[src/rtl/stf_pkg.sv]
package stf_pkg;

  localparam int PIX_W        = 8;
  localparam int SUM_W        = 11;
  localparam int WIDTH_CFG_W  = 11;
  localparam int HEIGHT_CFG_W = 13;
  localparam int CFG_DATA_W   = 13;
  localparam int CFG_IDX_W    = 1;

  localparam logic [WIDTH_CFG_W-1:0]  WIDTH_RESET  = 11'd1024;
  localparam logic [HEIGHT_CFG_W-1:0] HEIGHT_RESET = 13'd768;

  // Job queue between the front and back halves.
  localparam int QDEPTH = 4;
  localparam int QPTR_W = 2;

  typedef enum logic [CFG_IDX_W-1:0] {
    CFG_IMAGE_WIDTH  = 1'b0,
    CFG_IMAGE_HEIGHT = 1'b1
  } cfg_idx_t;

  typedef logic [PIX_W-1:0] pix_t;
  typedef logic [SUM_W-1:0] sum_t;

  // One line buffer entry: the row above the middle row and the middle row.
  typedef struct packed {
    pix_t upper;
    pix_t middle;
  } line_t;

  // Which of the three possible results a job carries.
  typedef struct packed {
    logic res_a;
    logic res_b;
    logic res_c;
  } res_mask_t;

  typedef struct packed {
    sum_t      sum_a;
    sum_t      sum_b;
    sum_t      sum_c;
    res_mask_t mask;
  } calc_t;

  localparam int CALC_W = $bits(calc_t);

endpackage

[src/rtl/stf_queue.sv]
module stf_queue #(
  parameter int DATA_W = 58
) (
  input  logic              clk,
  input  logic              rst_n,
  input  logic              push,
  input  logic [DATA_W-1:0] push_data,
  input  logic              pop,
  output logic [DATA_W-1:0] head_data,
  output logic              full,
  output logic              empty
);

  localparam int CNT_W = stf_pkg::QPTR_W + 1;

  logic [DATA_W-1:0]         slot_r [stf_pkg::QDEPTH];
  logic [stf_pkg::QPTR_W-1:0] wr_ptr_r, wr_ptr_nxt;
  logic [stf_pkg::QPTR_W-1:0] rd_ptr_r, rd_ptr_nxt;
  logic [CNT_W-1:0]           cnt_r, cnt_nxt;

  assign full      = (cnt_r == CNT_W'(stf_pkg::QDEPTH));
  assign empty     = (cnt_r == '0);
  assign head_data = slot_r[rd_ptr_r];

  always_comb begin
    wr_ptr_nxt = push ? wr_ptr_r + 1'b1 : wr_ptr_r;
    rd_ptr_nxt = pop ? rd_ptr_r + 1'b1 : rd_ptr_r;
    cnt_nxt    = cnt_r + CNT_W'(push) - CNT_W'(pop);
  end

  always_ff @(posedge clk) begin
    if (!rst_n) begin
      wr_ptr_r <= '0;
      rd_ptr_r <= '0;
      cnt_r    <= '0;
    end else begin
      wr_ptr_r <= wr_ptr_nxt;
      rd_ptr_r <= rd_ptr_nxt;
      cnt_r    <= cnt_nxt;
    end
  end

  always_ff @(posedge clk) begin
    if (push) begin
      slot_r[wr_ptr_r] <= push_data;
    end
  end

endmodule

[config.mk]
export PLATFORM = sky130hd
export DESIGN_NAME = stf_queue
export DESIGN_NICKNAME = d
export VERILOG_FILES = /design/src/rtl/stf_pkg.sv /design/src/rtl/stf_queue.sv
export SDC_FILE = /design/constraint.sdc
export NUM_CORES = 1
export LEC_CHECK = 0
export ABC_AREA = 1
export BUFFER_PORTS_ARGS = -buffer_cell sky130_fd_sc_hd__buf_4
export CAP_MARGIN = 30
export CORE_ASPECT_RATIO = 1.5
export CORE_MARGIN = 1.5
export CORE_UTILIZATION = 59
export CTS_BUF_LIST = sky130_fd_sc_hd__clkbuf_16
export CTS_CLUSTER_SIZE = 10
export DETAILED_ROUTE_END_ITERATION = 8
export PLACE_DENSITY = 0.87
export RECOVER_POWER = 25
export SYNTH_ARGS = -nofsm -noshare
export SYNTH_HDL_FRONTEND = slang
export SYNTH_SLANG_ARGS = --single-unit
[constraint.sdc]
create_clock -name clk -period 4.96 [get_ports clk]
set_input_delay 0.992 -clock clk [delete_from_list [all_inputs] [get_ports clk]]
set_output_delay 0.992 -clock clk [all_outputs]
set_load 0.01 [all_outputs]
== Word level (Yosys, flattened, before mapping) ==
Memory sizes are Yosys's and may differ from the RTL's. A register that Yosys moved wholly into a read port is not among the register bits.
Cells that the tools add are included.

* Register bits: 7
* Memory bits (writable): 232
* Input bits: 62
* Output and inout bits: 60
* Logic and storage cells: 14
* Memories: 1

* Add/sub/neg operators: 4
* Equality and inequality tests: 1
* Multiplexer cells: 4
* Reductions and logical operators: 1

{| class="wikitable"
|+ Memories
! name !! depth !! bits a word !! read ports !! clocked after Yosys merged registers in !! wr ports !! line !! source
|-
| slot_r || 4 || 58 || 1 || 1 || 1 || stf_queue.sv:16 || <nowiki>logic [DATA_W-1:0] slot_r [stf_pkg::QDEPTH];</nowiki>
|}

{| class="wikitable"
|+ Operators with widths
! kind !! number
|-
| adder 2 x 1 -> 2 bit, second input constant || 2
|-
| 2-to-1 mux 2 bit || 2
|-
| adder 3 x 1 -> 3 bit || 1
|-
| equality test 3 bit, second input constant || 1
|-
| zero test 3 bit || 1
|-
| subtractor 3 x 1 -> 3 bit || 1
|-
| 2-to-1 mux 1 bit || 2
|}

== Depth between registers and ports, before layout ==
* Depth after elaboration: 3
* Mapped depth: 9
* Gate-level depth less buffers: 9

== Worst setup path before layout ==
No wires, ideal clock.

* Kind: in2reg
* Start point: input push
* End point: memory slot_r[0][0] (enable)
* Setup time: 0.412 ns
* Data arrival time: 2.156 ns
* Data required time: 4.548 ns
* Slack: 2.392 ns
* Stages: 2
* Path buffers: 0
* Cell sequence: nand2_1 -> inv_1

* Cells in the longest elaborated chain, start to end: 2

{| class="wikitable"
|+ Ends and longest elaborated chain
! what !! line !! source
|-
| start: declaration || stf_queue.sv:6 || <nowiki>input logic push,</nowiki>
|-
| 2-to-1 mux 1 bit || stf_queue.sv:44 || <nowiki>if (push) begin</nowiki>
|-
| 2-to-1 mux 1 bit (not written as such) || stf_queue.sv:45 || <nowiki>slot_r[wr_ptr_r] <= push_data;</nowiki>
|-
| end: declaration || stf_queue.sv:16 ||
|}

No other way between the ends.

==> flow_metrics.env <==
export IMPL_status="completed"
export IMPL_viasPerCell=5.28
export IMPL_synth_top_area_share_pct=72.8
export IMPL_cts_tree="yes"
export IMPL_slew_viol_final=0
export IMPL_setup_viol=0
export IMPL_drt_wirelength_per_cell_um=15.9
export IMPL_power_frac_clock_pct=38.0
export IMPL_intPower_uw=3540
export IMPL_met2_length_um=9300
export IMPL_port_buffers=121
export IMPL_combinationalPowerShare_pct=9.4
export IMPL_initial_core_util_pct=60.7
export IMPL_synth_area_leaders="edfxtp_1, inv_1, nand2_1, o211ai_1, a21oi_1"
export IMPL_worst_pin_slew_ns=0.957
export IMPL_cts_sinks=241
export IMPL_synth_top_cell_by_area="edfxtp_1"
export IMPL_timing_critical_path_buf_inv=2
export IMPL_required_ns=3.97
export IMPL_layout_drive_gt1_share_pct=14.6
export IMPL_wirelength_met1_um=6220
export IMPL_ctsHtreeMaxLevel=1
export IMPL_die_w_um=107
export IMPL_dr_wl_met3_um=787
export IMPL_crit_fanout=103
export IMPL_syn_avg_cell_area_um2=13.1
export IMPL_clk_pin_slew_worst_paths_ns=0.05
export IMPL_layout_setup_ws_ns=1.58
export IMPL_gr_total_overflow=0
export IMPL_fp_dieArea_um2=17000
export IMPL_antenna_found_initial=2
export IMPL_critical_path_endpoint_type="output pin"
export IMPL_post_cts_buffers=0
export IMPL_ff2ff_path_depth=5
export IMPL_yosysWarnings=0
export IMPL_holdBufCountCts=0
export IMPL_nets=923
export IMPL_final_common_cell="edfxtp_1"
export IMPL_crit_path_end="head_data[44]"
export IMPL_fin_crit_sh_pct=68.2
export IMPL_worst_r2r_setup_slack_ns=2.83
export IMPL_synthesis_nets=802
export IMPL_areaGrowthSynthToFinish_pct=17.0
export IMPL_top_layer_used="met5"
export IMPL_grt_pass1_vias=5549
export IMPL_ir_drop_v=0.000321
export IMPL_crit_type="flop to output pin"
export IMPL_fin_setup_tns_ns=0
export IMPL_post_cts_resize_count=0
export IMPL_crit_path_start_kind="flop"
export IMPL_synthCells=733
export IMPL_ys_seq_area_share_pct=74.7
export IMPL_power_leakage_uw=0.00437
export IMPL_grt_max_degree=104
export IMPL_slowest_stage="dfxtp_4"
export IMPL_cp_cell_sequence="buf_12 > a21oi_1 > o21ai_0 > nand2_1 > buf_4"
export IMPL_wl_um=17000
export IMPL_fmax_ghz=0.295
export IMPL_io_pins=122
export IMPL_r2r_end="slot_r[0][52]"
export IMPL_drt_iter0_markers=324
export IMPL_dp_cells=1027
export IMPL_critPathMaxStageDelay_ns=0.88
export IMPL_power_density_nw_per_um2=404
export IMPL_cap_viol_max_count=0
export IMPL_rsz0062_at_grt="false"
export IMPL_dr_pass1_iters=4
export IMPL_cts_path_max_buffers=3
export IMPL_core_area_um2=15800
export IMPL_ant_nets=0
export IMPL_cp_top_family="flip-flops"
export IMPL_fin_cells=1069
export IMPL_die_y_um=159
export IMPL_power_uw=4530
export IMPL_root_buffer="clkbuf_16"
export IMPL_worst_path_stages=5
export IMPL_hold_class="flop to flop"
export IMPL_crit_arrival_ns=2.39
export IMPL_num_vias=5646
export IMPL_syn_cell_area_um2=9570
export IMPL_cts_buffers=28
export IMPL_p_sw_share_pct=21.9
export IMPL_ys_ff_latch=241
export IMPL_grt_use_total_pct=20.3
export IMPL_row_count=56
export IMPL_clk_latency_ns=0.51
export IMPL_slew_headroom_pct=36.2
export IMPL_r2r_start="wr_ptr_r[0]"
export IMPL_min_period_ns=3.38
export IMPL_synth_cell_types=18
export IMPL_grt_pass1_wl_um=26900
export IMPL_place_ws_ns=2.11
export IMPL_clock_skew_ns=0.00730
export IMPL_power_switching_uw=990
export IMPL_hold_viol_final=0
export IMPL_seqPwrFrac_pct=52.6
export IMPL_hpwl_um=9880
export IMPL_layout_common_cells="edfxtp_1, inv_1, nand2_1, buf_4, a21oi_1"
export IMPL_gp_congestion=0.711
export IMPL_drc=0
worst min path at each step:
stage,startpoint,to,slack (ns),cells after the start
6_report,rd_ptr_r[1],flop,0.48,2
5_1_grt,rd_ptr_r[1],flop,0.51,2
4_1_cts,rd_ptr_r[1],flop,0.48,2
3_5_place_dp,rd_ptr_r[1],flop,0.44,2
3_3_place_gp,rd_ptr_r[1],flop,0.44,2
2_1_floorplan,rd_ptr_r[1],flop,0.44,2
routing by layer:
layer | track usage (%) | vias up
met1 | 23.4 | 2661
met2 | 36.9 | 157
met4 | 8.97 | 2
met3 | 3.23 | 51
met5 | 0 | -
li1 | - | 2775
registers in the layout, summed over array words and instances (netlist names), named ones only:
register  flops
slot_r      232
cnt_r         3
rd_ptr_r      2
wr_ptr_r      2
final cells by class:
| class | instances | area [µm²] |
|---|---|---|
| Clock inverter | 12 | 50.0 |
| Clock buffer | 29 | 726 |
| Tap cell | 203 | 254 |
| Sequential cell | 241 | 7150 |
| Inverter | 132 | 495 |
| Antenna cell | 1 | 2.50 |
| Fill cell | 1033 | 4570 |
| Timing Repair Buffer | 130 | 863 |
| Multi-Input combinational cell | 321 | 1650 |
kinds of logic after synthesis:
logic type | count (synthesis) | share of synthesized area (%)
fa+ha+maj | 7 | 0.994
flops | 241 | 74.7
compound gates | 184 | 11.1
simple gates | 130 | 5.12
buf+inv | 171 | 8.07
cells in the mapped netlist:
cell,count
buf_4,8
a21oi_1,64
nand3_1,1
o21ai_0,46
edfxtp_1,232
inv_1,132
nor3_1,1
nor2_1,2
clkbuf_1,6
nand2_1,126
o21ai_1,16
fa_1,1
o211ai_1,58
buf_6,11
buf_2,9
dfxtp_1,9
clkbuf_2,5
ha_1,6
power groups by stage:
stage	Combinational, µW	Clock [µW]	Sequential, µW
3_3_place_gp	429	0	2420
2_1_floorplan	263	0	2390
6_report	428	1720	2380
4_1_cts	447	1740	2380
5_1_grt	477	1820	2390
3_5_place_dp	443	0	2420
worst min-delay path, cell delays in order, from the launching register on:
cell	delay (ns)
dfxtp_1	0.29
inv_1	0.06
a21oi_1	0.08
metrics by stage:
step / hold WS [ns] / instance area, µm² / util [%]
4_1_cts: 0.484 / 11300 / 72.0
2_1_floorplan: 0.436 / 9570 / -
6_report: 0.476 / 11200 / 71.0
5_1_grt: 0.506 / 11200 / 71.0
3_3_place_gp: 0.436 / 10500 / 66.8
3_5_place_dp: 0.444 / 10600 / 67.0
No activity file was read; power rests on OpenSTA's default activity.
