===== src/rtl/stf_pkg.sv =====
package stf_pkg;

  localparam int PIX_W        = 8;
  localparam int SUM_W        = 11;
  localparam int WIDTH_CFG_W  = 11;
  localparam int HEIGHT_CFG_W = 13;
  localparam int CFG_DATA_W   = 13;
  localparam int CFG_IDX_W    = 1;

  localparam logic [WIDTH_CFG_W-1:0]  WIDTH_RESET  = 11'd1024;
  localparam logic [HEIGHT_CFG_W-1:0] HEIGHT_RESET = 13'd768;

  // Job queue between the front and back halves.
  localparam int QDEPTH = 4;
  localparam int QPTR_W = 2;

  typedef enum logic [CFG_IDX_W-1:0] {
    CFG_IMAGE_WIDTH  = 1'b0,
    CFG_IMAGE_HEIGHT = 1'b1
  } cfg_idx_t;

  typedef logic [PIX_W-1:0] pix_t;
  typedef logic [SUM_W-1:0] sum_t;

  // One line buffer entry: the row above the middle row and the middle row.
  typedef struct packed {
    pix_t upper;
    pix_t middle;
  } line_t;

  // Which of the three possible results a job carries.
  typedef struct packed {
    logic res_a;
    logic res_b;
    logic res_c;
  } res_mask_t;

  typedef struct packed {
    sum_t      sum_a;
    sum_t      sum_b;
    sum_t      sum_c;
    res_mask_t mask;
  } calc_t;

  localparam int CALC_W = $bits(calc_t);

endpackage


===== src/rtl/stf_back.sv =====
module stf_back #(
  parameter int MAX_WIDTH  = 1024,
  parameter int MAX_HEIGHT = 4096
) (
  input  logic                          clk,
  input  logic                          rst_n,
  input  logic                          q_empty,
  input  logic [stf_pkg::CALC_W+$clog2(MAX_HEIGHT)+$clog2(MAX_WIDTH)-1:0] q_head,
  output logic                          q_pop,
  output logic                          out_valid,
  input  logic                          out_ready,
  output logic [stf_pkg::SUM_W-1:0]     out_smoothed_eighths,
  output logic [$clog2(MAX_HEIGHT)-1:0] out_row,
  output logic [$clog2(MAX_WIDTH)-1:0]  out_col,
  output logic                          out_frame_last
);

  localparam int CW     = $clog2(MAX_WIDTH);
  localparam int RW     = $clog2(MAX_HEIGHT);
  localparam int DATA_W = stf_pkg::CALC_W + RW + CW;

  stf_pkg::calc_t     calc;
  logic [RW-1:0]      job_row;
  logic [CW-1:0]      job_col;
  stf_pkg::res_mask_t done_r, done_nxt, pend, pick;
  logic               load, rest;

  logic                      out_valid_r, out_valid_nxt;
  logic [stf_pkg::SUM_W-1:0] sum_r, sum_nxt;
  logic [RW-1:0]             row_r, row_nxt;
  logic [CW-1:0]             col_r, col_nxt;
  logic                      last_r, last_nxt;

  assign calc    = stf_pkg::calc_t'(q_head[DATA_W-1 -: stf_pkg::CALC_W]);
  assign job_row = q_head[RW+CW-1:CW];
  assign job_col = q_head[CW-1:0];

  // The output register takes a new word when it is empty or being drained.
  assign load = !q_empty && (!out_valid_r || out_ready);

  always_comb begin
    pend.res_a = calc.mask.res_a && !done_r.res_a;
    pend.res_b = calc.mask.res_b && !done_r.res_b;
    pend.res_c = calc.mask.res_c && !done_r.res_c;
    pick       = '0;
    rest       = 1'b0;
    sum_nxt    = sum_r;
    row_nxt    = row_r;
    col_nxt    = col_r;
    last_nxt   = last_r;
    priority if (pend.res_a) begin
      pick.res_a = 1'b1;
      rest       = pend.res_b || pend.res_c;
      sum_nxt    = calc.sum_a;
      row_nxt    = job_row - 1'b1;
      col_nxt    = job_col;
      last_nxt   = 1'b0;
    end else if (pend.res_b) begin
      pick.res_b = 1'b1;
      rest       = pend.res_c;
      sum_nxt    = calc.sum_b;
      row_nxt    = job_row;
      col_nxt    = job_col - 1'b1;
      last_nxt   = 1'b0;
    end else begin
      pick.res_c = 1'b1;
      sum_nxt    = calc.sum_c;
      row_nxt    = job_row;
      col_nxt    = job_col;
      last_nxt   = 1'b1;
    end
  end

  assign q_pop = load && !rest;

  always_comb begin
    done_nxt = done_r;
    if (load) begin
      done_nxt = rest ? (done_r | pick) : '0;
    end
    out_valid_nxt = load ? 1'b1 : (out_valid_r && !out_ready);
  end

  always_ff @(posedge clk) begin
    if (!rst_n) begin
      done_r      <= '0;
      out_valid_r <= 1'b0;
    end else begin
      done_r      <= done_nxt;
      out_valid_r <= out_valid_nxt;
    end
  end

  always_ff @(posedge clk) begin
    if (load) begin
      sum_r  <= sum_nxt;
      row_r  <= row_nxt;
      col_r  <= col_nxt;
      last_r <= last_nxt;
    end
  end

  assign out_valid            = out_valid_r;
  assign out_smoothed_eighths = sum_r;
  assign out_row              = row_r;
  assign out_col              = col_r;
  assign out_frame_last       = last_r;

endmodule


===== config.mk =====
export PLATFORM = sky130hd
export DESIGN_NAME = stf_back
export DESIGN_NICKNAME = d
export VERILOG_FILES = /design/src/rtl/stf_pkg.sv /design/src/rtl/stf_back.sv
export SDC_FILE = /design/constraint.sdc
export NUM_CORES = 1
export LEC_CHECK = 0
export BUFFER_PORTS_ARGS = -buffer_cell sky130_fd_sc_hd__buf_2
export CAP_MARGIN = 30
export CELL_PAD_IN_SITES_DETAIL_PLACEMENT = 2
export CELL_PAD_IN_SITES_GLOBAL_PLACEMENT = 2
export CORE_UTILIZATION = 26
export DETAILED_ROUTE_END_ITERATION = 10
export PLACE_DENSITY = 0.77
export SYNTH_ARGS = -nofsm -noshare
export SYNTH_HDL_FRONTEND = slang
export SYNTH_SLANG_ARGS = --single-unit

===== constraint.sdc =====
create_clock -name clk -period 2 [get_ports clk]
set_input_delay 0.1 -clock clk [delete_from_list [all_inputs] [get_ports clk]]
set_output_delay 0.1 -clock clk [all_outputs]
set_load 0.005 [all_outputs]

### Word-level counts from Yosys, hierarchy flattened

Index checks and enable logic that the tools add are counted.

* bits in writable memories: 0
* bits of input ports: 62
* bits in registers: 38
* bits in latches: 0
* word-level logic and storage cells: 39
* output and inout port bits: 36
* memories: 0
* bits in read-only memories: 0

* muxes and demuxes: 13
* equality and inequality tests: 0
* $add $sub $neg: 2
* $lt $le $gt $ge: 0
* $mul: 0
* divide/modulo/power cells: 0
* bitwise gates (word level): 1
* shifts and indexed selects: 0
* reduce and logical (&&, ||, !) cells: 15

Operators by type and width (count)
* two-way mux 11 bit: 2
* two-way mux 10 bit: 2
* two-way mux 12 bit: 1
* subtractor 12 x 1 -> 12 bit (second input constant): 1
* subtractor 10 x 1 -> 10 bit (second input constant): 1
* logical NOT 1 bit: 7
* logical AND 1 bit: 6
* two-way mux 1 bit: 6
* two-way mux 3 bit: 1
* bitwise OR 3 bit: 1
* logical OR 1 bit: 2
* two-way mux 2 bit: 1

### Logic depth before layout (Yosys ltp)

* word-level depth: 6
* mapped depth: 6
* mapped depth without buffers: 6

### Worst setup path after synthesis

Ideal clock, no wire load.

* kind: register to register
* from: reg out_valid_r (netlist: out_valid)
* to: reg done_r[0] (netlist bit)
* arrival: 1572 ps
* cell stages (with the launch flop): 6
* clock period less this slack: 1687 ps
* data required time: 1884 ps
* slack: 313 ps
* setup time: 116 ps
* path buffers: 0
* cell sequence: dfxtp_1 > nand2b_1 > nand2b_1 > inv_1 > o21ai_0 > and3_1

* word-level cells in the longest chain between the ends: 3

RTL lines
* start, declared: line stf_back.sv:28 `logic out_valid_r, out_valid_nxt;`
* start signal, assigned: line stf_back.sv:90 `out_valid_r <= out_valid_nxt;`
* logical NOT 1 bit: line stf_back.sv:39 `assign load = !q_empty && (!out_valid_r || out_ready);`
* logical OR 1 bit: line stf_back.sv:39
* logical AND 1 bit: line stf_back.sv:39
* via load: line stf_back.sv:26 `logic load, rest;`
* end signal, assigned: line stf_back.sv:89 `done_r <= done_nxt;`
* end, declared: line stf_back.sv:25 `stf_pkg::res_mask_t done_r, done_nxt, pend, pick;`

The timed path passes the listed nets, and every way through them passes these cells.
A chain may end at the register's enable or synchronous reset.

### Worst setup path in the final report

* from: reg done_r[2] (netlist bit)
* to: out q_pop

* word-level cells in the longest chain between the ends: 5

RTL lines
* logical NOT 1 bit: line stf_back.sv:42 `pend.res_a = calc.mask.res_a && !done_r.res_a;`
* logical AND 1 bit: line stf_back.sv:42
* two-way mux 1 bit: line stf_back.sv:51 `priority if (pend.res_a) begin`
* logical NOT 1 bit: line stf_back.sv:74 `assign q_pop = load && !rest;`
* logical AND 1 bit: line stf_back.sv:74
* end, declared: line stf_back.sv:9 `output logic q_pop,`

Every way passes these cells.

==> flow_metrics.py <==
metrics = {
    "run_status": {
        "outcome": "complete, no violations",
    },
    "setup_path": {
        "r2r.worst_path.cells": 4,
        "worstPathRequired_ns": 1.90,
        "startpoint_type": "flop",
        "reg2reg_slack_ns": 0.36,
        "r2r-start": "done_r[2]$_SDFFE_PN0P_",
        "crit_path_end_kind": "output pin",
        "rr_endpoint": "out_col[8]$_DFFE_PP_",
        "path_max_fanout": 19,
        "crit_type": "flop to output pin",
        "critPathArrivalTime_ns": 1.54,
    },
    "timing": {
        "final_max_slew_viol_count": 0,
        "layout_min_cycle_time_ns": 1.64,
        "period_share_pct": 82.0,
        "fin_skew_ns": 0.00276,
        "relSlewSlack_pct": 63.3,
        "tightest_slew_ns": 0.545,
        "setup_viol": 0,
        "fmax_mhz": 609,
        "tns_ns": 0,
        "rsz0062_at_grt": "false",
        "finalHoldViolCount": 0,
    },
    "global_routing": {
        "grt_pass1_wl_mm": 8.26,
        "grt-ovfl-total": 0,
        "grtUsageTotal_pct": 14.3,
        "grt_pass1_vias": 1751,
        "antenna_found_initial": 0,
        "grt_max_degree": 20,
    },
    "layout": {
        "diodes": 0,
        "final_common_cell": "buf_2",
        "nFillCells": 789,
        "layout-area-overhead-vs-synth_pct": 37.2,
        "multi_input_comb_area_um2": 719,
        "drive_gt1_share_pct": 40.3,
        "final_util_pct": 37.5,
        "layout_common_cells": "97 x buf_2, 35 x nand2_1, 34 x edfxtp_1, 19 x nor2_1, 11 x a31oi_1",
        "final_nets": 341,
        "seq_area_mm2": 0.00110,
    },
    "synth": {
        "ys_seq_area_share_pct": 58.7,
        "syn_inst": 174,
        "synth_nets": 238,
        "avgSynthCellArea_um2": 10.8,
        "ys_types": 29,
        "synth_seq_cells": 38,
        "syn_area_mm2": 0.00188,
        "synth_warnings": 0,
    },
    "clock_network": {
        "cts-root-buf": "clkbuf_8",
        "cts_resized": 0,
        "path_clk_slew_ns": 0.07,
        "post_cts_buffers": 0,
        "cts_tree": "done",
        "clockBufferDepth": 2,
        "insertion_delay_ns": 0.28,
        "cts_sinks": 38,
        "cts_buffers": 5,
        "cts-hold-fix-buffers": 0,
        "h-tree-depth": 2,
    },
    "worst_hold_path": {
        "hp-class": "input port to flop",
        "hold_start": "q_empty",
        "hold_depth": 2,
        "hold-path-endpoint": "out_valid$_SDFF_PN0_",
    },
    "place": {
        "place_congestion": 0.683,
        "hpwl_mm": 4.20,
        "port_buffers": 97,
    },
    "floorplan": {
        "rows": 30,
        "die_x_um": 87.0,
        "initial_core_util_pct": 27.3,
        "die_h_um": 87.0,
        "io_pins": 98,
        "die_area_mm2": 0.00756,
        "core_mm2": 0.00687,
    },
    "pwr": {
        "power.density_mw_per_mm2": 676,
        "p_leak_nw": 1.13,
        "peakVddDrop_mv": 0.247,
    },
    "drt": {
        "ant_nets": 0,
        "drtPass1Iterations": 5,
        "met2WireLength_mm": 2.69,
        "wl_met1_mm": 2.09,
        "drc": 0,
        "top_layer": "met4",
        "dr_total_vias": 1663,
        "drt_iter0_drc": 24,
        "met3WireLength_um": 336,
        "wire_per_inst_um": 13.8,
        "finalWirelength_mm": 5.17,
        "vias_per_cell": 4.45,
    },
    "run": {
        "drv_cap": 0,
    },
}
critical path, cell delays in order, from the launching register on:
cell and delay [ns]:
dfxtp_1 0.35, nand2b_4 0.24, buf_4 0.25, o21ai_0 0.12, a21oi_1 0.16, buf_2 0.14
Yosys cell counts:
cell      instances  area (µm²)
or3_1             2        12.5
nand2b_1          5        31.3
clkbuf_1          6        22.5
or4b_1            1        10.0
nor3b_1           1        7.51
edfxtp_1         34        1020
and2b_1           1        7.51
buf_6             1        11.3
dfxtp_1           4        80.1
nor4_4            1        21.3
ha_1              2        25.0
a21boi_1          1        7.51
nand3_1           3        15.0
nand2_1          35         131
a21boi_0          2        15.0
xnor2_1           9        78.8
nor3_1            1        5.00
nor2_1           19        71.3
nor2b_1           1        6.26
nand2b_4          1        13.8
inv_1             6        22.5
a21oi_1           2        10.0
nor4_1            6        37.5
o21ai_0           6        30.0
nor4_2            1        12.5
xor2_1           10        87.6
and3_1            1        6.26
nand3b_1          1        7.51
a31oi_1          11        68.8
flip-flops by register name, summed over array words and instances, names as in the netlist:
| signal | flops |
|---|---|
| out_valid | 1 |
| out_row | 12 |
| out_smoothed_eighths | 11 |
| out_col | 10 |
| out_frame_last | 1 |
| done_r | 3 |
power by group:
part	internal [mW]	switching (mW)
clock	0.240	0.264
combinational	0.133	0.159
sequential	0.932	0.0126
total	1.31	0.436
worst max path at each step:
stage / start / end
6_report: done_r[2]$_SDFFE_PN0P_ / q_pop
5_1_grt: done_r[2]$_SDFFE_PN0P_ / out_col[8]$_DFFE_PP_
4_1_cts: done_r[2]$_SDFFE_PN0P_ / out_col[8]$_DFFE_PP_
3_5_place_dp: done_r[2]$_SDFFE_PN0P_ / out_col[8]$_DFFE_PP_
3_3_place_gp: q_head[16] / out_row[11]$_DFFE_PP_
2_1_floorplan: out_valid$_SDFF_PN0_ / done_r[0]$_SDFFE_PN0P_
routing by layer:
layer	GRT usage, %	vias to the layer above
li1	-	810
met1	15.6	784
met2	27.1	65
met3	3.79	4
met4	3.64	0
met5	0	-
cells by family after synthesis:
kind of cell	after synthesis	synth area share, %
AND/OR/NAND/NOR	80	21.1
adder cells (fa/ha/maj)	2	1.33
buffers and inverters	13	3.00
flip-flops	38	58.7
AO/OA/AOI/OAI	22	7.00
XOR/XNOR	19	8.87
area by class of cell:
class / count / share of cell area, %
Timing Repair Buffer: 103 / 20.6
Inverter: 6 / 0.875
Tap cell: 96 / 4.66
Sequential cell: 38 / 42.8
Clock inverter: 2 / 0.340
Clock buffer: 6 / 2.82
Multi-Input combinational cell: 123 / 27.9
per-stage QoR:
step,cells,power [mW],hold WS (ns),instance area (µm²),setup WS (ns)
2_1_floorplan,174,1.09,0.206,1880,0.313
3_5_place_dp,366,1.26,0.309,2490,0.339
6_report,374,1.74,0.00914,2570,0.359
3_3_place_gp,366,1.25,0.298,2490,0.419
5_1_grt,374,1.84,0.0223,2570,0.151
4_1_cts,374,1.78,0.00200,2570,0.326
Power figures use the tool's default switching activity.
